`src/rtl/sbf_pkg.sv`:
```
`timescale 1ns / 1ps
// ----------------------------------------------------------------------------
// sbf_pkg
// Shared types and fixed constants for the separable box mean filter.
// ----------------------------------------------------------------------------
package sbf_pkg;

  // pixel and field widths
  localparam int CH_W       = 8;
  localparam int NUM_CH     = 3;
  localparam int PIX_W      = CH_W * NUM_CH;
  localparam int CH_MAX     = 255;
  localparam int ROW_W      = 11;
  localparam int OUT_COL_W  = 10;
  localparam int WID_CFG_W  = 11;
  localparam int HGT_CFG_W  = 12;
  localparam int CFG_DATA_W = 12;
  localparam int CFG_IDX_W  = 2;

  // frame limits and reset geometry
  localparam int MAX_HEIGHT   = 2048;
  localparam int RESET_WIDTH  = 640;
  localparam int RESET_HEIGHT = 480;

  // register indexes of the configuration port
  localparam logic [CFG_IDX_W-1:0] REG_IMAGE_WIDTH  = 2'd0;
  localparam logic [CFG_IDX_W-1:0] REG_IMAGE_HEIGHT = 2'd1;

  // pipeline stage enables
  typedef struct packed {
    logic acc;
    logic adv1;
    logic adv2;
    logic adv3;
  } pipe_ctl_t;

  // per-pixel position info that travels with the pipeline
  typedef struct packed {
    logic                 live;       // row holds a full vertical window
    logic                 first_row;
    logic                 first_col;
    logic                 drop_old;   // horizontal window is full, drop oldest
    logic                 emit;       // interior pixel, produces a result
    logic                 last;
    logic [ROW_W-1:0]     row;
    logic [OUT_COL_W-1:0] col;
  } side_t;

  // width of a biased channel sum over 2*radius+1 taps
  function automatic int sum_w(input int radius);
    return $clog2(CH_MAX * (2 * radius + 1) + radius + 1);
  endfunction

endpackage

```
`src/rtl/sbf_rmean.sv`:
```
`timescale 1ns / 1ps
// ----------------------------------------------------------------------------
// sbf_rmean
// Rounded mean of one channel: biased sum divided by 2*RADIUS+1 through a
// reciprocal multiply, exact over the whole sum range.
// ----------------------------------------------------------------------------
module sbf_rmean #(
  parameter int RADIUS = 10,
  localparam int TAPS = 2 * RADIUS + 1,
  localparam int SW   = sbf_pkg::sum_w(RADIUS)
) (
  input  logic [SW-1:0]            sum_i,
  output logic [sbf_pkg::CH_W-1:0] mean_o
);

  // reciprocal with round-up, shift chosen so the floor is exact for sum_i
  localparam int SHIFT = SW + $clog2(TAPS);
  localparam int RECIP = (2 ** SHIFT + TAPS - 1) / TAPS;
  localparam int PW    = SHIFT + sbf_pkg::CH_W;

  logic [PW-1:0] prod;

  assign prod   = PW'(sum_i) * PW'(RECIP);
  assign mean_o = prod[SHIFT +: sbf_pkg::CH_W];

endmodule

```
`src/rtl/sbf_hpass.sv`:
```
`timescale 1ns / 1ps
// ----------------------------------------------------------------------------
// sbf_hpass
// Horizontal pass: tap line of intermediates, running row sum and the
// horizontal rounded mean.
// ----------------------------------------------------------------------------
module sbf_hpass #(
  parameter int RADIUS = 10,
  localparam int TAPS = 2 * RADIUS + 1,
  localparam int SW   = sbf_pkg::sum_w(RADIUS)
) (
  input  logic                      clk,
  input  sbf_pkg::pipe_ctl_t        ctl,
  input  logic [sbf_pkg::PIX_W-1:0] s3_mid,
  input  sbf_pkg::side_t            s3_side,
  output logic [sbf_pkg::PIX_W-1:0] s4_avg
);

  localparam int CH_W = sbf_pkg::CH_W;

  // previous intermediates, entry TAPS-1 is the oldest
  logic [sbf_pkg::PIX_W-1:0]          tap_r [TAPS];
  logic [sbf_pkg::NUM_CH-1:0][SW-1:0] hsum_r;
  logic [sbf_pkg::NUM_CH-1:0][SW-1:0] hx4_r;

  logic [sbf_pkg::NUM_CH-1:0][SW-1:0] hsum_nxt;
  logic [sbf_pkg::NUM_CH-1:0][SW-1:0] hx_nxt;

  // running window sum per channel
  for (genvar ch = 0; ch < sbf_pkg::NUM_CH; ch++) begin : g_hsum
    logic [SW-1:0] base;
    logic [SW-1:0] old;

    assign base = s3_side.first_col ? '0 : hsum_r[ch];
    assign old  = s3_side.drop_old ? SW'(tap_r[TAPS-1][CH_W*ch +: CH_W]) : '0;
    assign hsum_nxt[ch] = (base - old) + SW'(s3_mid[CH_W*ch +: CH_W]);
    assign hx_nxt[ch]   = hsum_nxt[ch] + SW'(RADIUS);
  end

  // window state only moves on rows that carry intermediates
  always_ff @(posedge clk) begin
    if (ctl.adv3 && s3_side.live) begin
      hsum_r   <= hsum_nxt;
      tap_r[0] <= s3_mid;
      for (int k = 1; k < TAPS; k++) begin
        tap_r[k] <= tap_r[k-1];
      end
    end
  end

  always_ff @(posedge clk) begin
    if (ctl.adv3) begin
      hx4_r <= hx_nxt;
    end
  end

  // stage 4: horizontal rounded mean
  for (genvar ch = 0; ch < sbf_pkg::NUM_CH; ch++) begin : g_hmean
    sbf_rmean #(
      .RADIUS (RADIUS)
    ) u_rmean (
      .sum_i  (hx4_r[ch]),
      .mean_o (s4_avg[CH_W*ch +: CH_W])
    );
  end

endmodule

```
`config.mk`:
```
export PLATFORM = sky130hd
export DESIGN_NAME = sbf_hpass
export DESIGN_NICKNAME = d
export VERILOG_FILES = /design/src/rtl/sbf_pkg.sv /design/src/rtl/sbf_rmean.sv /design/src/rtl/sbf_hpass.sv
export SDC_FILE = /design/constraint.sdc
export NUM_CORES = 1
export LEC_CHECK = 0
export ABC_AREA = 1
export BUFFER_PORTS_ARGS = -buffer_cell sky130_fd_sc_hd__buf_2
export CAP_MARGIN = 20
export CELL_PAD_IN_SITES_DETAIL_PLACEMENT = 0
export CELL_PAD_IN_SITES_GLOBAL_PLACEMENT = 1
export CORE_ASPECT_RATIO = 0.9
export CORE_MARGIN = 4
export CORE_UTILIZATION = 47
export DETAILED_ROUTE_END_ITERATION = 8
export GPL_ROUTABILITY_DRIVEN = 0
export GPL_TIMING_DRIVEN = 0
export PLACE_DENSITY = 0.81
export SYNTH_ARGS = -nofsm -noshare
export SYNTH_HDL_FRONTEND = slang
export SYNTH_SLANG_ARGS = --single-unit
```
`constraint.sdc`:
```
create_clock -name clk -period 12.8 [get_ports clk]
set_clock_uncertainty 0.05 [all_clocks]
set_input_delay 1.28 -clock clk [delete_from_list [all_inputs] [get_ports clk]]
set_output_delay 1.28 -clock clk [all_outputs]
set_load 0.01 [all_outputs]
```
==> flow_summary.ini <==
[outcome]
status = complete, no violations

[detailed_routing]
ant_nets = 0
drt_wl_total_microns = 44900
viasPerCell = 4.90
post_drt_wl_per_cell_microns = 14.7
route.vias.total = 14982
drc = 0
drtIter0Drc = 869
drtPass1Iterations = 5

[layout]
final_layout_size_suffix_gt1_share_pct = 8.19
num-fill-cells = 4842
fin_nets = 2652
utilization_pct = 52.8
syn2layout_area_growth_pct = 10.7
layoutNonFillerInstCount = 3057
n_antenna_cell = 0

[synth]
synth.cell_area_sq_um = 27900
synth_seq_cells = 582
synth_warnings = 0
synth.top_cell.area_share_pct = 62.7
syn_inst = 2133
synth-edff-count = 582
synthTopCellsByCount = edfxtp_1 (582), inv_1 (382), nand2_1 (374), ha_1 (279), nand3_1 (78)
yosysTopAreaCell = edfxtp_1
synth_nets = 2543
synthMostInstantiatedCell = edfxtp_1
synthTopCellsByArea = edfxtp_1 (63%), ha_1 (13%), fa_1 (5.4%)
synthDistinctLibCells = 35
synth_top_flop_cell = edfxtp_1
synthArstFlopShare_pct = 0
seq_area_frac_synth_pct = 62.7
postSynthAreaPerCell_sq_um = 13.1

[setup_path]
cp.arrival_ns = 4.82
crit_type = flip-flop to primary output
required_ns = 11.47
startpoint_type = flip-flop
crit_path_end_kind = primary output
crit_fanout = 3

[global_routing]
grt_pass1_wl_microns = 75100
grt_max_degree = 132
grt.busiest_layer = met2
grt.total_usage_pct = 14.4
use_met3_pct = 2.36
antenna_found_initial = 1
grt_pass1_vias = 15267
globalRoute.totalOverflow = 0
use_met2_pct = 23.3
use_met1_pct = 21.0

[clocking]
htreeDepth = 2
post_cts_resized = 0
numCtsBuffers = 51
cts_tree = yes
cts_buffer_depth = 3
clk_pin_slew_worst_paths_ns = 0.06
clock_latency_ns = 0.58
hold_buffers = 0
clockRootBuffer = clkbuf_16
postCtsSetupRepairBufs = 0
clkSinkCount = 582

[sta]
hold_viol = 0
min_period_ns = 6.15
slew_headroom_pct = 38.0
rsz0062_at_grt = no
worstMarginPinSlew_ns = 0.929
setup_viol = 0
slew_viol_final = 0
tns_ns = 0
finalCritPeriodShare_pct = 48.1
max_freq_mhz = 163
holdWs_ns = 0.360

[min_path]
hold_class = flip-flop to flip-flop

[die]
fp.dieW_microns = 265
start_util_pct = 47.6
die_area_sq_um = 63300
ios = 80
std_cell_rows = 84
die_h_microns = 239
core-area_sq_um = 58500

[place]
place_inst = 2963
dpl.hpwl_microns = 32000
port_buffers = 52

[job]
cap_violations = 0
## path summary, 6_finish.rpt
path | startpoint | slack (ns) | end | cells past startpoint
max | hx4_r[28] | 6.65 | s4_avg[19] | 17
max reg2reg | tap_r[2][97] | 9.70 | hx4_r[10] | 14
min | tap_r[1][24] | 0.36 | tap_r[1][48] | 0
min reg2reg | tap_r[1][24] | 0.36 | tap_r[1][48] | 0
## placed cells by master, fill, tap and decap left out, drive strengths merged, types with 43 or more instances in the layout
| master | n |
|---|---|
| inv | 391 |
| nand3 | 82 |
| edfxtp | 582 |
| xor2 | 43 |
| nor2 | 79 |
| nand2 | 384 |
| ha | 279 |
| clkbuf | 61 |
| a21oi | 68 |
| fa | 75 |
| buf | 81 |
## layout make-up
type / count / area, sq um / area share, %
buffer: 30 / 203 / 0.656
tap: 774 / 968 / 3.14
clock buffer: 56 / 1290 / 4.19
multi-input combinational: 1135 / 8770 / 28.4
clock inverter: 38 / 345 / 1.12
timing repair buffer: 56 / 370 / 1.20
sequential: 582 / 17500 / 56.6
inverter: 386 / 1460 / 4.72
## flip-flops by register name, summed over array words and instances, names as in the netlist
name	count
hx4_r	39
tap_r	504
hsum_r	39
## stage by stage
step	area [sq um]	worst slack (ns)
floorplan	27900	0.166
global placement	29100	-4.08
detailed placement	29200	7.28
CTS	30900	6.65
global route	30900	6.40
finish	30900	6.65
## per-layer routing
| layer | vias up | share of wire [%] |
|---|---|---|
| met5 | - | 0 |
| met4 | 0 | 1.4 |
| met3 | 56 | 3.4 |
| met2 | 215 | 45 |
| met1 | 7264 | 50 |
| li1 | 7447 | - |
## critical path, stage by stage (launching register included)
cell	delay, ns
edfxtp_1	0.40
ha_1	0.33
ha_1	0.33
xor2_1	0.16
ha_1	0.30
fa_1	0.52
inv_1	0.06
fa_1	0.53
inv_1	0.04
ha_1	0.31
nand2_1	0.12
inv_1	0.05
a21boi_0	0.22
a21boi_0	0.28
o21ai_0	0.16
xor2_1	0.16
buf_4	0.14
buf_2	0.13
## kinds of logic after synthesis
kind of cell,count (synthesis),synth area share (%)
xor+xnor,59,1.93
simple gates,589,8.91
fa+ha+maj,354,17.9
flops,582,62.7
buf+inv,416,5.92
compound gates,133,2.68
Power is left out: the tool's default activity adds up to more than one toggle a clock period on the data nets, which glitch-free logic cannot reach.
